## src/hw/rtl/gcs_pkg.sv

```systemverilog
`timescale 1ns / 1ps
`default_nettype none

package gcs_pkg;

    // Field widths
    localparam int DATA_W    = 16;
    localparam int CHG_W     = 17;
    localparam int STATUS_W  = 2;

    // Denomination slots and how many are in use
    localparam int NUM_SLOTS = 4;
    localparam int NUM_DENOM = 4;
    localparam int LANE_W    = $clog2(NUM_SLOTS);

    // Divider pipelining: quotient bits resolved per stage
    localparam int STEP_BITS  = 2;
    localparam int DIV_STAGES = DATA_W / STEP_BITS;

    // Stream widths (whole bytes)
    localparam int IN_W      = 2 * DATA_W;
    localparam int OUT_BITS  = STATUS_W + CHG_W + NUM_SLOTS * DATA_W;
    localparam int OUT_W     = ((OUT_BITS + 7) / 8) * 8;

    typedef logic [LANE_W-1:0] t_lane;
    typedef logic [DATA_W-1:0] t_word;

    typedef enum logic [STATUS_W-1:0] {
        ST_OK    = 2'd0,
        ST_SHORT = 2'd1,
        ST_NEG   = 2'd2
    } t_status;

    // Denomination register reset values, largest first
    localparam t_word DENOM_RESET [NUM_SLOTS] = '{16'd10, 16'd5, 16'd2, 16'd1};

    // One request as it moves down the pipeline
    typedef struct packed {
        t_status                   status;
        logic signed [CHG_W-1:0]   change;
        logic [NUM_SLOTS-1:0][DATA_W-1:0] counts;
        t_word                     rest;
    } t_item;

endpackage

`default_nettype wire

```

## src/hw/rtl/gcs_out_buf.sv

```systemverilog
`timescale 1ns / 1ps
`default_nettype none

module gcs_out_buf (
    input  wire logic           i_clk,
    input  wire logic           i_rst_n,
    input  wire logic           i_vld,
    output logic                o_rdy,
    input  wire gcs_pkg::t_item i_item,
    output logic                o_vld,
    input  wire logic           i_rdy,
    output gcs_pkg::t_item      o_item
);
    import gcs_pkg::*;

    logic  r_out_vld;
    logic  r_skid_vld;
    t_item r_out;
    t_item r_skid;

    logic  n_out_vld;
    logic  n_skid_vld;
    logic  w_push;
    logic  w_pop;

    // Ready depends on registers only
    assign o_rdy  = ~r_skid_vld;
    assign w_push = i_vld & ~r_skid_vld;
    assign w_pop  = r_out_vld & i_rdy;

    // Output slot refills from skid first, then from the pipeline
    always_comb begin
        if (!r_out_vld || w_pop) begin
            n_out_vld  = r_skid_vld | w_push;
            n_skid_vld = 1'b0;
        end else begin
            n_out_vld  = 1'b1;
            n_skid_vld = r_skid_vld | w_push;
        end
    end

    always_ff @(posedge i_clk) begin
        if (!i_rst_n) begin
            r_out_vld  <= 1'b0;
            r_skid_vld <= 1'b0;
        end else begin
            r_out_vld  <= n_out_vld;
            r_skid_vld <= n_skid_vld;
        end
    end

    always_ff @(posedge i_clk) begin
        if (!r_out_vld || w_pop) begin
            r_out <= r_skid_vld ? r_skid : i_item;
        end
        if (w_push && r_out_vld && !w_pop) begin
            r_skid <= i_item;
        end
    end

    assign o_vld  = r_out_vld;
    assign o_item = r_out;

    // Skid entry only exists behind a held output
    a_skid_behind_out: assert property (@(posedge i_clk) disable iff (!i_rst_n)
        r_skid_vld |-> r_out_vld)
        else $error("skid entry without output entry");

endmodule

`default_nettype wire
```

## config.mk

```make
export PLATFORM = sky130hd
export DESIGN_NAME = gcs_out_buf
export DESIGN_NICKNAME = d
export VERILOG_FILES = /design/src/hw/rtl/gcs_pkg.sv /design/src/hw/rtl/gcs_out_buf.sv
export SDC_FILE = /design/constraint.sdc
export NUM_CORES = 1
export LEC_CHECK = 0
export BUFFER_PORTS_ARGS = -buffer_cell sky130_fd_sc_hd__buf_2
export CORE_UTILIZATION = 38
export CTS_CLUSTER_DIAMETER = 50
export DETAILED_ROUTE_END_ITERATION = 8
export PLACE_DENSITY = 0.7
export SLEW_MARGIN = 20
export SYNTH_ARGS = -nofsm -noshare
export SYNTH_HDL_FRONTEND = slang
export SYNTH_SLANG_ARGS = --single-unit
export TNS_END_PERCENT = 30
```

## constraint.sdc

```tcl
create_clock -name i_clk -period 12.2 [get_ports i_clk]
set_input_delay 1.22 -clock i_clk [delete_from_list [all_inputs] [get_ports i_clk]]
set_output_delay 1.22 -clock i_clk [all_outputs]
set_load 0.005 [all_outputs]
```

==> results_dict.tcl <==
set metrics [dict create \
    peakVddDrop_mv 0.08794 \
    syn_to_final_growth_pct 24.75 \
    max_cap_viol_count 0 \
    die_area_sq_mm 0.01963 \
    vias 3693 \
    comb_power_share_pct 6.0 \
    worstMarginPinSlew_ps 831.2 \
    p_seq_share_pct 56.7 \
    drt-total-wl_um 13610 \
    max_freq_mhz 303.3 \
    die_y_um 140.1 \
    yosysTopAreaCell "edfxtp_1" \
    clock_skew_ps 11.22 \
    postCtsHoldBufs 0 \
    cts_made_buffers 17 \
    antenna_found_initial 0 \
    ant_nets 0 \
    internal-power_w 0.001122 \
    p_clk_share_pct 37.3 \
    die_w_um 140.1 \
    drt_iter0_markers 191 \
    yosysUniqueCellTypes 10 \
    cts_buffer_depth 2 \
    status "finished, final reports clean" \
    hold_viol 0 \
    cp-end-kind "flop" \
    rows 50 \
    period_share_pct 27.03 \
    arrival_ps 3350 \
    rsz0062_at_grt "no" \
    design_area_sq_mm 0.009042 \
    synth_edf_count 198 \
    ys_seq_elements 200 \
    min_path_type "reg -> reg" \
    ys_seq_area_share_pct 82.58 \
    multi_input_area_sq_mm 0.001160 \
    drt-wirelength-per-cell_um 17.50 \
    crit_type "in -> reg" \
    regArea_sq_mm 0.005989 \
    p_switching_w 0.0002977 \
    synthFlopType "edfxtp_1" \
    n_fill_cell 1565 \
    overflow 0 \
    cts.clk_slew.worst_paths_ps 60 \
    period_needed_ps 3297 \
    finalSetupViolCount 0 \
    place_congestion 0.7656 \
    place_area_sq_mm 0.008492 \
    cts_resized 0 \
    cts_root_buf "clkbuf_16" \
    io_pins 204 \
    synth.net_count 419 \
    cts_setup_buffers 0 \
    cp-start-kind "input port" \
    io_buffers 203 \
    avgViaCountPerCell 4.747 \
    diodes 0 \
    grt_max_degree 60 \
    start_util_pct 38.75 \
    synth_cells 316 \
    synth_area_leaders "edfxtp_1 (82%), mux2_2 (15%), buf_6 (1.4%)" \
    relSlewSlack_pct 44.59 \
    cts_tree "done" \
    utilization_pct 48.34 \
    grt_pass1_vias 3864 \
    p_sw_share_pct 20.97 \
    p_leak_nw 3.401 \
    tns_ps 0 \
    ys_top_cells_by_count "edfxtp_1 (198), mux2_2 (99), buf_6 (9)" \
    nNetsFinal 634 \
    drcViolationCount 0 \
    yosys_warnings 0 \
    synth_top_area_share_pct 82.03 \
    cts_sinks 200 \
    coreArea_sq_mm 0.01871 \
    synth_area_sq_mm 0.007248 \
    first_pass_iters 4 \
    h-tree-depth 4 \
    clk_latency_ps 430 \
    synth_async_sr_flop_share_pct 0 \
    cp_max_fo 56 \
    drive_gt1_share_pct 62.13 \
    crit_required_ps 12250 \
    synth.most_common_cell "edfxtp_1" \
    grt_pass1_wl_um 21000 \
    grt_use_total_pct 14.24 \
    hpwl_um 8970 \
    powerDensity_mw_per_mm2 156.9 \
    syn_avg_cell_area_sq_um 22.94 \
    drv_slew 0 \
]
-- power groups by stage --
stage / registers (W) / clock network [W] / logic, W
after global routing: 0.000808 / 0.000572 / 0.0000927
final: 0.000805 / 0.000529 / 0.0000851
after detailed placement: 0.000821 / 0 / 0.0000866
after CTS: 0.000806 / 0.000546 / 0.0000869
after global placement: 0.000819 / 0 / 0.0000835
after floorplan: 0.000825 / 0 / 0.0000298
-- per-layer routing --
layer  vias up  share of wire (%)  track usage (%)
li1       1693                  -                -
met1      1861                 42            17.05
met2       123                 51            23.74
met3        16                5.7            4.991
met4         0                1.4            5.205
met5         -                  0                0
-- layout by cell type (no fill, tap or decap) --
cell type / n
clkbuf_16: 17
clkinv_1: 2
nor3b_1: 1
nand2b_4: 1
a21boi_0: 1
inv_6: 4
bufinv_16: 1
clkinv_2: 3
buf_4: 4
nor3b_2: 1
edfxtp_1: 198
nor2_1: 1
inv_1: 1
clkinv_4: 3
clkbuf_1: 1
dfxtp_4: 1
dfxtp_1: 1
buf_2: 203
clkinvlp_4: 1
mux2_2: 99
-- critical path, stage by stage --
cell and delay, ps:
buf_2 100, nand2b_4 420, nor3b_2 290, buf_4 520, buf_4 710
-- registers in the layout, summed over array words and instances, names as in the netlist --
name,cells
o_item,99
o_vld,1
r_skid_vld,1
r_skid,99
-- final timing paths --
| path | endpoint | startpoint | depth (start not counted) | slack (ps) |
|---|---|---|---|---|
| hold / removal | o_item[1]$_DFFE_PP_ | r_skid[1]$_DFFE_PP_ | 1 | 550 |
| hold reg to reg | o_item[1]$_DFFE_PP_ | r_skid[1]$_DFFE_PP_ | 1 | 550 |
| setup / recovery | r_skid[40]$_DFFE_PP_ | i_rdy | 5 | 8900 |
| setup reg to reg | r_skid[40]$_DFFE_PP_ | r_skid_vld$_SDFF_PP0_ | 4 | 9200 |
-- logic make-up after synthesis --
| group | synth area share [%] |
|---|---|
| AO/OA/AOI/OAI | 0.1036 |
| buffers and inverters | 1.588 |
| flip-flops | 82.58 |
| AND/OR/NAND/NOR | 0.3452 |
| multiplexers | 15.38 |
-- layout make-up --
type	count	area share [%]
Clock inverter	14	1.342
Clock buffer	18	4.746
Tap cell	234	3.238
Sequential cell	200	66.24
Timing Repair Buffer	207	11.57
Multi-Input combinational cell	104	12.83
Inverter	1	0.04151
-- through the flow --
stage | setup slack (ps) | hold WS [ps] | total power, W | cells
after floorplan | 441.6 | 523.1 | 0.0008545 | 316
after global placement | 8512 | 527.2 | 0.0009029 | 746
after detailed placement | 8407 | 530.6 | 0.0009073 | 746
after CTS | 8861 | 549.8 | 0.001439 | 778
after global routing | 8742 | 562.0 | 0.001473 | 778
final | 8903 | 546.0 | 0.001419 | 778
Note: power is estimated with default switching activity, not from simulation.
