## src/hw/rtl/gcs_pkg.sv

```systemverilog
`timescale 1ns / 1ps
`default_nettype none

package gcs_pkg;

    // Field widths
    localparam int DATA_W    = 16;
    localparam int CHG_W     = 17;
    localparam int STATUS_W  = 2;

    // Denomination slots and how many are in use
    localparam int NUM_SLOTS = 4;
    localparam int NUM_DENOM = 4;
    localparam int LANE_W    = $clog2(NUM_SLOTS);

    // Divider pipelining: quotient bits resolved per stage
    localparam int STEP_BITS  = 2;
    localparam int DIV_STAGES = DATA_W / STEP_BITS;

    // Stream widths (whole bytes)
    localparam int IN_W      = 2 * DATA_W;
    localparam int OUT_BITS  = STATUS_W + CHG_W + NUM_SLOTS * DATA_W;
    localparam int OUT_W     = ((OUT_BITS + 7) / 8) * 8;

    typedef logic [LANE_W-1:0] t_lane;
    typedef logic [DATA_W-1:0] t_word;

    typedef enum logic [STATUS_W-1:0] {
        ST_OK    = 2'd0,
        ST_SHORT = 2'd1,
        ST_NEG   = 2'd2
    } t_status;

    // Denomination register reset values, largest first
    localparam t_word DENOM_RESET [NUM_SLOTS] = '{16'd10, 16'd5, 16'd2, 16'd1};

    // One request as it moves down the pipeline
    typedef struct packed {
        t_status                   status;
        logic signed [CHG_W-1:0]   change;
        logic [NUM_SLOTS-1:0][DATA_W-1:0] counts;
        t_word                     rest;
    } t_item;

endpackage

`default_nettype wire

```

## src/hw/rtl/gcs_divider.sv

```systemverilog
`timescale 1ns / 1ps
`default_nettype none

module gcs_divider (
    input  wire logic           i_clk,
    input  wire logic           i_rst_n,
    input  wire logic           i_en,
    input  wire gcs_pkg::t_word i_denom,
    input  wire gcs_pkg::t_lane i_lane,
    input  wire logic           i_vld,
    input  wire gcs_pkg::t_item i_item,
    output logic                o_vld,
    output gcs_pkg::t_item      o_item
);
    import gcs_pkg::*;

    // Stage registers: partial remainder, dividend/quotient shift word, item
    logic  [DIV_STAGES-1:0] r_vld;
    t_word                  r_rem  [DIV_STAGES];
    t_word                  r_numq [DIV_STAGES];
    t_item                  r_item [DIV_STAGES];

    logic  [DIV_STAGES-1:0] n_vld;
    t_word                  n_rem  [DIV_STAGES];
    t_word                  n_numq [DIV_STAGES];
    t_item                  n_item [DIV_STAGES];

    // Restoring division, STEP_BITS quotient bits per stage
    always_comb begin
        logic [DATA_W:0] trial;
        t_word           rem_w;
        t_word           numq_w;
        for (int s = 0; s < DIV_STAGES; s++) begin
            if (s == 0) begin
                n_vld[s]  = i_vld;
                n_item[s] = i_item;
                rem_w     = '0;
                numq_w    = i_item.rest;
            end else begin
                n_vld[s]  = r_vld[s-1];
                n_item[s] = r_item[s-1];
                rem_w     = r_rem[s-1];
                numq_w    = r_numq[s-1];
            end
            for (int b = 0; b < STEP_BITS; b++) begin
                trial  = {rem_w, numq_w[DATA_W-1]};
                numq_w = {numq_w[DATA_W-2:0], 1'b0};
                if (trial >= {1'b0, i_denom}) begin
                    rem_w     = DATA_W'(trial - {1'b0, i_denom});
                    numq_w[0] = 1'b1;
                end else begin
                    rem_w     = trial[DATA_W-1:0];
                end
            end
            n_rem[s]  = rem_w;
            n_numq[s] = numq_w;
        end
    end

    // Valid bits
    always_ff @(posedge i_clk) begin
        if (!i_rst_n) begin
            r_vld <= '0;
        end else if (i_en) begin
            r_vld <= n_vld;
        end
    end

    // Payload
    always_ff @(posedge i_clk) begin
        if (i_en) begin
            r_rem  <= n_rem;
            r_numq <= n_numq;
            r_item <= n_item;
        end
    end

    // Write this lane's count; a zero denomination counts nothing
    always_comb begin
        o_item                 = r_item[DIV_STAGES-1];
        o_item.counts[i_lane]  = (i_denom == '0) ? '0 : r_numq[DIV_STAGES-1];
        o_item.rest            = r_rem[DIV_STAGES-1];
    end

    assign o_vld = r_vld[DIV_STAGES-1];

    // Remainder stays below a nonzero divisor
    a_rem_below_denom: assert property (@(posedge i_clk) disable iff (!i_rst_n)
        (o_vld && i_denom != '0) |-> (o_item.rest < i_denom))
        else $error("remainder not below denominator");

    // Zero denomination passes the rest through unchanged
    a_zero_denom_pass: assert property (@(posedge i_clk) disable iff (!i_rst_n)
        (o_vld && i_denom == '0) |-> (o_item.rest == r_item[DIV_STAGES-1].rest))
        else $error("zero denomination altered remainder");

endmodule

`default_nettype wire

```

## config.mk

```make
export PLATFORM = sky130hd
export DESIGN_NAME = gcs_divider
export DESIGN_NICKNAME = d
export VERILOG_FILES = /design/src/hw/rtl/gcs_pkg.sv /design/src/hw/rtl/gcs_divider.sv
export SDC_FILE = /design/constraint.sdc
export NUM_CORES = 1
export LEC_CHECK = 0
export BUFFER_PORTS_ARGS = -buffer_cell sky130_fd_sc_hd__buf_2
export CAP_MARGIN = 40
export CORE_UTILIZATION = 54
export CTS_CLUSTER_SIZE = 14
export DETAILED_ROUTE_END_ITERATION = 10
export PLACE_DENSITY = 0.69
export SYNTH_ARGS = -nofsm -noshare
export SYNTH_HDL_FRONTEND = slang
export SYNTH_SLANG_ARGS = --single-unit
```

## constraint.sdc

```tcl
create_clock -name i_clk -period 8.8 [get_ports i_clk]
set_input_delay 0.44 -clock i_clk [delete_from_list [all_inputs] [get_ports i_clk]]
set_output_delay 0.44 -clock i_clk [all_outputs]
set_load 0.005 [all_outputs]
```

==> impl_summary.md, run 1 <==
Power
The internal power of the cells totals 12.2 mW. The analysis attributes to cell leakage a power of 18.6 nW. Combinational cells account for 45.8% of the total power. After layout, the design draws a total of 18.7 mW. The switching power as a share of total power is 34.7%. The net switching component of the power is 6.48 mW. Per report_power, the sequential group accounts for 33.0% of the total. The share of total power in the clock network is 21.1%. Dividing total power by cell area gives a power density of 384 mW/mm². The largest vdd supply drop is 202 µV.

Layout
Relative to the synthesized area, the layout overhead comes to 15.0%. The non-filler instance count after layout is 4418. The layout has 5651 filler cells. Cells with a size suffix above 1 make up 15.7% of the layout. At the end of the flow, the number of nets in the layout was 3680.

The multi-input combinational cells in the finished layout cover a total of 0.0137 mm². The register cell area after layout is 0.0278 mm².

Worst setup path
The maximum single-stage delay on the critical path is 730 ps. The startpoint type of the worst setup path is a flip-flop. The startpoint of the lowest-slack register-to-register path is r_rem[64]. Data on the critical path arrives at its endpoint at 6830 ps. The top fanout value on the critical path is 25. The data required time of the critical path is 9190 ps. The critical path's slowest cell is and3_1. For the worst flop-to-flop path, the logic depth is 18. The worst setup slack for register-to-register paths is 2350 ps. The launch point of the critical path is r_rem[64]. The critical path is of the reg2reg type.

The worst register-to-register path ends at r_rem[54]. The signal on the critical path passes through ha_1 -> nor2b_1 -> o31a_1 -> nor3_1 -> o21ai_1 -> a221oi_1 -> a21o_1 -> mux2_2 -> ha_1 -> and3_1 -> a221o_1 -> a21oi_1 -> nor2b_1 -> a31o_2 -> o21a_1 -> o21ai_0 -> and3_1 -> mux2_2. The worst setup path is captured at a flip-flop. In this run the worst setup path terminates at r_rem[54].

Yosys
The most used flip-flop cell after synthesis is edfxtp_1. In this run, synthesis inferred 920 flip-flops with an integrated enable. The synthesized instance count is 2939. The cell area that synthesis handed to floorplanning was 0.0423 mm². The total nets after synthesis is 3317. After synthesis, flip-flops and latches occupy 65.7% of the total area. In this run, synthesis produced a sequential element count of 928. The number of warning messages in the yosys log is 0. The share of flip-flops with an asynchronous set or reset after synthesis is 0%. The synthesized netlist contains 82 unique library cells.

A synthesized cell averages 14.4 µm².

Timing
For the pin with the worst max-slew slack, the measured transition is 1150 ps. The worst path in the final design needs a cycle of 6450 ps, including I/O delays and setup. The sum of negative setup slack is 0 ps. The max-slew violation count was 0. Setup violations remaining at the end of the flow were counted as 0.

The headroom to the max-slew limit is 23.5%. The final hold violation count came to 0. The maximum clock frequency is 155 MHz. Setup slack closes at 2350 ps. Across the routed clock network, the largest skew measured is 32.0 ps. The final cycle utilization of the critical path is 73.3%. Setup repair after global routing left no endpoint under its margin.

Clocking
The TritonCTS buffer count is 93. The clock latency of the later-clocked register in the worst-skew pair is 670 ps. TritonCTS built the clock tree. The clock drives 928 sinks. The clock root buffer is clkbuf_16. The clock slew at the register clock pins of the worst setup and hold paths is 60 ps. Post-CTS timing repair inserted 0 buffers for setup. The post-cts repair resize count is 0.

The number of hold buffers added after cts is 97. CTS built an H-tree with a depth of 3. The buffer levels on the longest clock path is 3.

Placed design
Detailed placement ended at an HPWL of 62.3 mm. The number of instances in the placed design is 4150. The count of buffers inserted at the top-level ports is 220. The worst slack at placement is 1980 ps.

The congestion estimate from routability-driven global placement came to 0.912.

Hold path
The min-delay analysis places its worst path in the category in2reg.

Drt
After detailed routing, the total wire length is 91.6 mm. The remaining antenna violation count is 0. The total via count after detailed routing is 25.0k. Before antenna repair, the detailed router went through 5 iterations.

After detailed routing, the average wire length per cell comes to 20.7 µm. In the routed design, unresolved DRC markers number 0. The detailed router's first-iteration violation count is 1773. In the routed layout, each cell is associated on average with a via count of 5.66.

Flow run
Max-cap violations in this run came to 0.

Global routing
The number of global-route vias before repair is 24.7k. The first global-routing pass estimated 138 mm of wire. Entering global routing, the biggest net connects 198 pins. Global routing used 22.7% of the available tracks.

The initial antenna violation count is 1. The residual overflow from global routing is 0.

Die
The core box area is 0.0775 mm². The die footprint is 0.0794 mm². The number of cell rows is 102. 221 I/O pins were placed. The die is 282 µm tall. Measured along the x axis, the die boundary spans 282 µm. For this configuration, the core starts out at a cell density of 54.6%.

Run status
The run finished with clean final reports.
cells in the final DEF (no fill, tap or decap), types with 17 or more instances in the layout:
cell           count
o21a_1            43
o21ai_0          184
nor2_1           135
edfxtp_1         920
mux2_1            34
or3_1             17
buf_4             24
clkinv_1          21
a211oi_1          20
a21oi_1          146
xnor2_1          116
clkbuf_1          19
ha_1             242
clkbuf_16         94
nor2b_1           39
nand4_1           31
mux2i_1           17
a31oi_1           20
mux2_2            99
a21o_1            66
nand2_1          206
buf_2            219
nor3_1            57
xor2_1            66
nand3_1           29
dlygate4sd3_1     97
nand2b_1          35
inv_1             89
how the worst min path moves through the flow:
stage | cells after the start | start | end
6_report | 2 | i_rst_n | r_vld[7]
5_1_grt | 2 | i_rst_n | r_vld[1]
4_1_cts | 3 | i_vld | r_vld[0]
3_5_place_dp | 0 | n_item[215] | n_item[116]
3_3_place_gp | 0 | n_item[321] | n_item[222]
2_1_floorplan | 0 | n_item[214] | n_item[115]
cells in the mapped netlist (all sizes together), types with 7 or more instances:
master | instances | share of area (%)
edfxtp | 920 | 65
fa | 15 | 0.71
nor4 | 9 | 0.13
o211ai | 7 | 0.12
clkbuf | 29 | 0.26
buf | 53 | 0.87
a31o | 7 | 0.14
a221o | 7 | 0.17
o31ai | 18 | 0.34
and2 | 7 | 0.10
nor2 | 135 | 1.2
inv | 92 | 0.82
o21ai | 195 | 2.3
nor2b | 39 | 0.58
ha | 242 | 7.2
a21o | 66 | 1.2
mux2i | 18 | 0.43
or2 | 12 | 0.18
nand3 | 30 | 0.38
or3 | 17 | 0.25
o31a | 10 | 0.21
and3 | 13 | 0.19
o21bai | 16 | 0.28
a211oi | 22 | 0.43
a21oi | 146 | 1.7
nor3 | 57 | 0.67
nand4 | 31 | 0.46
nand2 | 207 | 1.8
xor2 | 66 | 1.4
a21boi | 7 | 0.12
mux2 | 149 | 4.1
xnor2 | 116 | 2.4
nand2b | 35 | 0.52
o21a | 43 | 0.76
o211a | 8 | 0.19
dfxtp | 8 | 0.38
a31oi | 20 | 0.30
power groups by stage:
stage | registers (mW) | clock network, mW | logic, mW
3_5_place_dp | 6.25 | 0 | 8.42
3_3_place_gp | 6.25 | 0 | 8.19
6_report | 6.17 | 3.94 | 8.56
2_1_floorplan | 6.09 | 0 | 6.74
5_1_grt | 6.21 | 4.21 | 9.41
4_1_cts | 6.17 | 4.04 | 8.52
per-stage QoR:
step	instance area [µm²]	utilization [%]	hold slack, ps
4_1_cts	48600	62.8	19.4
5_1_grt	48600	62.8	65.2
6_report	48600	62.8	86.5
2_1_floorplan	42300	-	400
3_3_place_gp	44500	57.5	400
3_5_place_dp	44600	57.5	405
cell families (layout without fill, tap and decap cells):
kind of cell | count (synthesis) | after routing | share of synthesized area, %
flip-flops | 928 | 928 | 65.7
AO/OA/AOI/OAI | 615 | 615 | 9.20
XOR/XNOR | 182 | 182 | 3.77
other | 0 | 5 | 0
adder cells (fa/ha/maj) | 257 | 257 | 7.87
multiplexers | 167 | 167 | 4.54
buffers and inverters | 175 | 609 | 1.96
AND/OR/NAND/NOR | 615 | 615 | 6.97
per-layer routing:
| layer | vias to the layer above | global-route usage [%] | routed length, µm |
|---|---|---|---|
| met5 | - | 0 | 13 |
| met4 | 2 | 7.82 | 2710 |
| met3 | 169 | 3.76 | 4430 |
| met2 | 667 | 38.0 | 45000 |
| met1 | 12200 | 30.1 | 39400 |
| li1 | 11900 | - | - |
critical path, delay by kind of cell (launching register included):
kind / cells / cell delay [ps]
simple gates: 5 / 1420
fa+ha+maj: 2 / 720
flops: 1 / 480
mux: 2 / 860
compound gates: 9 / 2680
state kept, by name, summed over array words and instances, names as in the netlist:
signal / cells
n_numq: 98
o_item: 35
r_vld: 8
n_item: 581
r_numq: 30
r_item: 64
r_rem: 112
area by class of cell:
type / count / share of cell area [%]
Clock inverter: 53 / 1.34
Timing Repair Buffer: 350 / 4.99
Clock buffer: 113 / 4.98
Sequential cell: 928 / 57.1
Inverter: 93 / 0.718
Antenna cell: 5 / 0.0257
Multi-Input combinational cell: 1836 / 28.1
Tap cell: 1040 / 2.68
(Power assumes the default switching activity.)
==> run 2: changes to the inputs <==
- ABC_AREA: not set -> 1
- PLACE_DENSITY: 0.69 -> 0.71
- clock period: 8.8 -> 5.9 ns (I/O delays scaled with it)
==> impl_summary.md, run 2 <==
Drt
The routed wire length per instance is 18.9 µm (was 20.7 µm). The DRC violation count after routing is 0 (unchanged). The total length of routed wires is 111 mm (was 91.6 mm). The total via count after detailed routing is 31.0k (was 25.0k).

The number of search-and-repair iterations in the first detailed-routing pass is 6 (was 5). The remaining antenna violation count is 0 (unchanged). The via density per instance came to 5.29 (was 5.66). The detailed router's first-iteration violation count was 2572 (was 1773).

Die
The width of the chip is 294 µm (was 282 µm). The die footprint is 0.0861 mm² (was 0.0794 mm²). The number of cell rows is 106 (was 102). The number of primary I/O pins is 221 (unchanged). The core box area is 0.0838 mm² (was 0.0775 mm²). The die height is 294 µm (was 282 µm).

The starting density of the core was 54.7% (was 54.6%).

Yosys
The most used flip-flop cell after synthesis is edfxtp_1 (unchanged). The number of enable-type register cells in the synthesized netlist is 920 (unchanged). The total nets after synthesis is 4655 (was 3317). Biggest area contributors in the synthesized netlist: edfxtp_1 60%, nand2_1 10%, ha_1 6.6% (was edfxtp_1 65%, ha_1 7.2%, mux2_2 2.6%). The number of warning messages in the yosys log came to 0 (unchanged).

The sequential fraction of the synthesis area is 60.6% (was 65.7%). The post-synthesis sequential element count is 928 (unchanged). The cell area after technology mapping is 0.0459 mm² (was 0.0423 mm²). The share of flip-flops with an asynchronous set or reset after synthesis came to 0% (unchanged).

Synth top cells by count: 1260 x nand2_1, 920 x edfxtp_1, 415 x inv_1 (was 920 x edfxtp_1, 242 x ha_1, 206 x nand2_1). The cell taking the most area after synthesis is edfxtp_1 (unchanged). The area share of the leading cell type in the synthesized netlist came to 60.2% (was 65.3%).

The synthesized instance count is 4277 (was 2939). The number of different library cells in the post-synthesis netlist was 55 (was 82). The library cell with the highest instance count after synthesis is nand2_1 (was edfxtp_1).

The mean instance size in the synthesized netlist is 10.7 µm² (was 14.4 µm²).

Timing
The headroom to the max-slew limit is 39.9% (was 23.5%). The post-route minimum period was 4370 ps (was 6450 ps). The maximum clock frequency is 229 MHz (was 155 MHz). The post-layout worst setup margin is 1530 ps (was 2350 ps). The final cycle utilization of the critical path came to 74.1% (was 73.3%). The final clock skew is 41.8 ps (was 32.0 ps). The slew of the pin with the lowest slew margin is 901 ps (was 1150 ps). The sum of negative setup slack came to 0 ps (unchanged). RSZ-0062 raised after global routing: no (unchanged). The max-slew violation count came to 0 (unchanged).

The final hold violation count came to 0 (unchanged). The count of endpoints failing setup in the final report is 0 (unchanged).

Power
The power density over the cells is 557 mW/mm² (was 384 mW/mm²). The largest vdd supply drop is 483 µV (was 202 µV). The switching power as a share of total power is 42.3% (was 34.7%). The cell-internal power is 16.8 mW (was 12.2 mW).

The net switching component of the power is 12.3 mW (was 6.48 mW). The sequential cell fraction of total power is 31.6% (was 33.0%). The leakage power figure came to 22.7 nW (was 18.6 nW). The share of total power in combinational logic is 48.7% (was 45.8%). The share of total power in the clock network is 19.7% (was 21.1%).

Clocking
The clock latency of the later-clocked register in the worst-skew pair is 680 ps (was 670 ps). The clock sink count is 928 (unchanged). The buffer levels on the longest clock path is 3 (unchanged). The CTS tree is built (unchanged). The number of H-tree branching levels is 3 (unchanged). The clock slew at the register clock pins of the worst setup and hold paths came to 60 ps (about the same).

The TritonCTS buffer count is 94 (was 93). The clock root buffer is clkbuf_16 (unchanged).

Layout
The fraction of layout instances using a drive strength above 1 was 11.9% (was 15.7%). The most common cell after layout, fill and taps aside is nand2_1 (was edfxtp_1). The antenna diode count is 0 (was 5).

The number of nets in the layout is 5026 (was 3680). The area growth from synthesis to final layout is 13.8% (was 15.0%). Most frequent cells in the layout: 1260 x nand2_1, 920 x edfxtp_1, 414 x inv_1, 292 x nand3_1, 242 x ha_1 (was 920 x edfxtp_1, 242 x ha_1, 219 x buf_2, 206 x nand2_1, 184 x o21ai_0).

The flip-flop count of the largest register after layout came to 581 (unchanged).

Global routing
The overall track demand over capacity in global routing came to 25.6% (was 22.7%). The initial antenna violation count is 1 (unchanged). The largest net degree at the start of global routing is 170 (was 198). The residual overflow from global routing is 0 (unchanged). The number of global-route vias before repair is 30.0k (was 24.7k). The wire length of the first global-routing pass is 169 mm (was 138 mm).

Worst setup path
The total buffers and inverters traversed by the critical path is 2 (was 0). The maximum single-stage delay on the critical path is 520 ps (was 730 ps). The number of cells traversed by the worst register-to-register path is 21 (was 18). The critical path's slowest cell is o21ai_0 (was and3_1). The worst path arrival time is 4770 ps (was 6830 ps). The data required time of the critical path came to 6290 ps (was 9190 ps).

The startpoint type of the worst setup path is a flip-flop (unchanged). The critical setup path kind is reg2reg (unchanged). In this design, the critical path's most frequently occurring cell is nand2_1. The top fanout value on the critical path is 17 (was 25). The endpoint type of the worst setup path is a flip-flop (unchanged). The cell type group with the largest total delay on the critical path was simple AND/OR/NAND/NOR gates (was compound AO/OA/AOI/OAI gates).

The logic depth of the worst setup path including buffers is 21 (was 18). Critical path cell sequence: inv_1 -> ha_1 -> inv_1 -> fa_1 -> nand2_1 -> nand3_1 -> and2_1 -> a21oi_1 -> xor2_1 -> o21ai_0 -> ha_1 -> nand2_1 -> o21ai_0 -> a21oi_1 -> nand2_1 -> nand2_1 -> nand2_1 -> nand2_2 -> nand2_8 -> nand2_1 -> nand2_1 (was ha_1 -> nor2b_1 -> o31a_1 -> nor3_1 -> o21ai_1 -> a221oi_1 -> a21o_1 -> mux2_2 -> ha_1 -> and3_1 -> a221o_1 -> a21oi_1 -> nor2b_1 -> a31o_2 -> o21a_1 -> o21ai_0 -> and3_1 -> mux2_2).

Placed design
The worst slack at placement is 1030 ps (was 1980 ps). The count of buffers inserted at the top-level ports came to 220 (unchanged). The final weighted congestion of routability-driven global placement is 0.956 (was 0.912). The HPWL after detailed placement is 77.8 mm (was 62.3 mm).

Hold path
The path class of the lowest-slack min-delay path is in2reg (unchanged). The worst hold path cell count is 3 (was 2).

Flow run
The number of max-cap violations is 0 (unchanged).

Run status
Run status: completed (unchanged).
run 2: layout make-up:
class | instances | area (µm²)
fill | 6764 | 31600
sequential | 928 | 27800
multi-input combinational | 2825 | 15800
timing repair buffer | 371 | 2620
clock buffer | 118 | 2460
inverter | 428 | 1630
tap | 1134 | 1420
clock inverter | 50 | 529
run 2: power by group through the flow:
| stage | sequential (mW) | combinational, mW | clock (mW) |
|---|---|---|---|
| floorplan | 9.03 | 10.8 | 0 |
| global placement | 9.30 | 13.9 | 0 |
| detailed placement | 9.31 | 13.9 | 0 |
| CTS | 9.19 | 14.0 | 5.87 |
| global route | 9.24 | 15.8 | 6.13 |
| finish | 9.19 | 14.2 | 5.74 |
run 2: metrics by stage:
step / cell area (µm²) / util [%] / hold WS, ps / instances / total power [mW]
2_1_floorplan: 45900 / - / 394 / 4277 / 19.8
3_3_place_gp: 48200 / 57.5 / 400 / 5583 / 23.2
3_5_place_dp: 48200 / 57.5 / 405 / 5586 / 23.2
4_1_cts: 52200 / 62.3 / 11.5 / 5854 / 29.1
5_1_grt: 52200 / 62.3 / 40.2 / 5854 / 31.2
6_report: 52200 / 62.3 / 27.0 / 5854 / 29.1
run 2: cells by family after synthesis:
| kind of cell | Yosys count | share of synthesized area, % |
|---|---|---|
| simple gates | 1999 | 19.3 |
| xor+xnor | 147 | 2.81 |
| buf+inv | 524 | 5.04 |
| compound gates | 422 | 5.07 |
| flops | 928 | 60.6 |
| fa+ha+maj | 257 | 7.25 |
run 2: what timing repair did:
action | in CTS | in global routing
setup endpoints to repair | 0 | 0
hold endpoints to repair | 105 | 0
hold buffers | 100 | 0
resized for setup | 0 | 0
setup buffers | 0 | 0
run 2: final timing paths:
path	from	endpoint	slack [ps]
setup reg to reg	r_numq[47]	r_rem[16]	1530
setup / recovery	r_numq[47]	r_rem[16]	1530
hold / removal	i_item[14]	r_rem[112]	30
hold reg to reg	n_item[137]	n_item[38]	380
run 2: metal layers:
layer | vias to the layer above | routed length [µm] | track usage (%)
met2 | 845 | 52400 | 42.4
met4 | 0 | 4540 | 10.5
met5 | - | 0 | 0
li1 | 15400 | - | -
met1 | 14500 | 47900 | 34.3
met3 | 232 | 5810 | 3.30
run 2: worst reg2reg max path, stage by stage (launching register included):
cell      delay [ps]
edfxtp_1         450
inv_1             90
ha_1             200
inv_1             90
fa_1             450
nand2_1           90
nand3_1           90
and2_1           190
a21oi_1          170
xor2_1            80
o21ai_0          520
ha_1             400
nand2_1          130
o21ai_0          100
a21oi_1          140
nand2_1          100
nand2_1           80
nand2_1           80
nand2_2          290
nand2_8          190
nand2_1          120
nand2_1           80
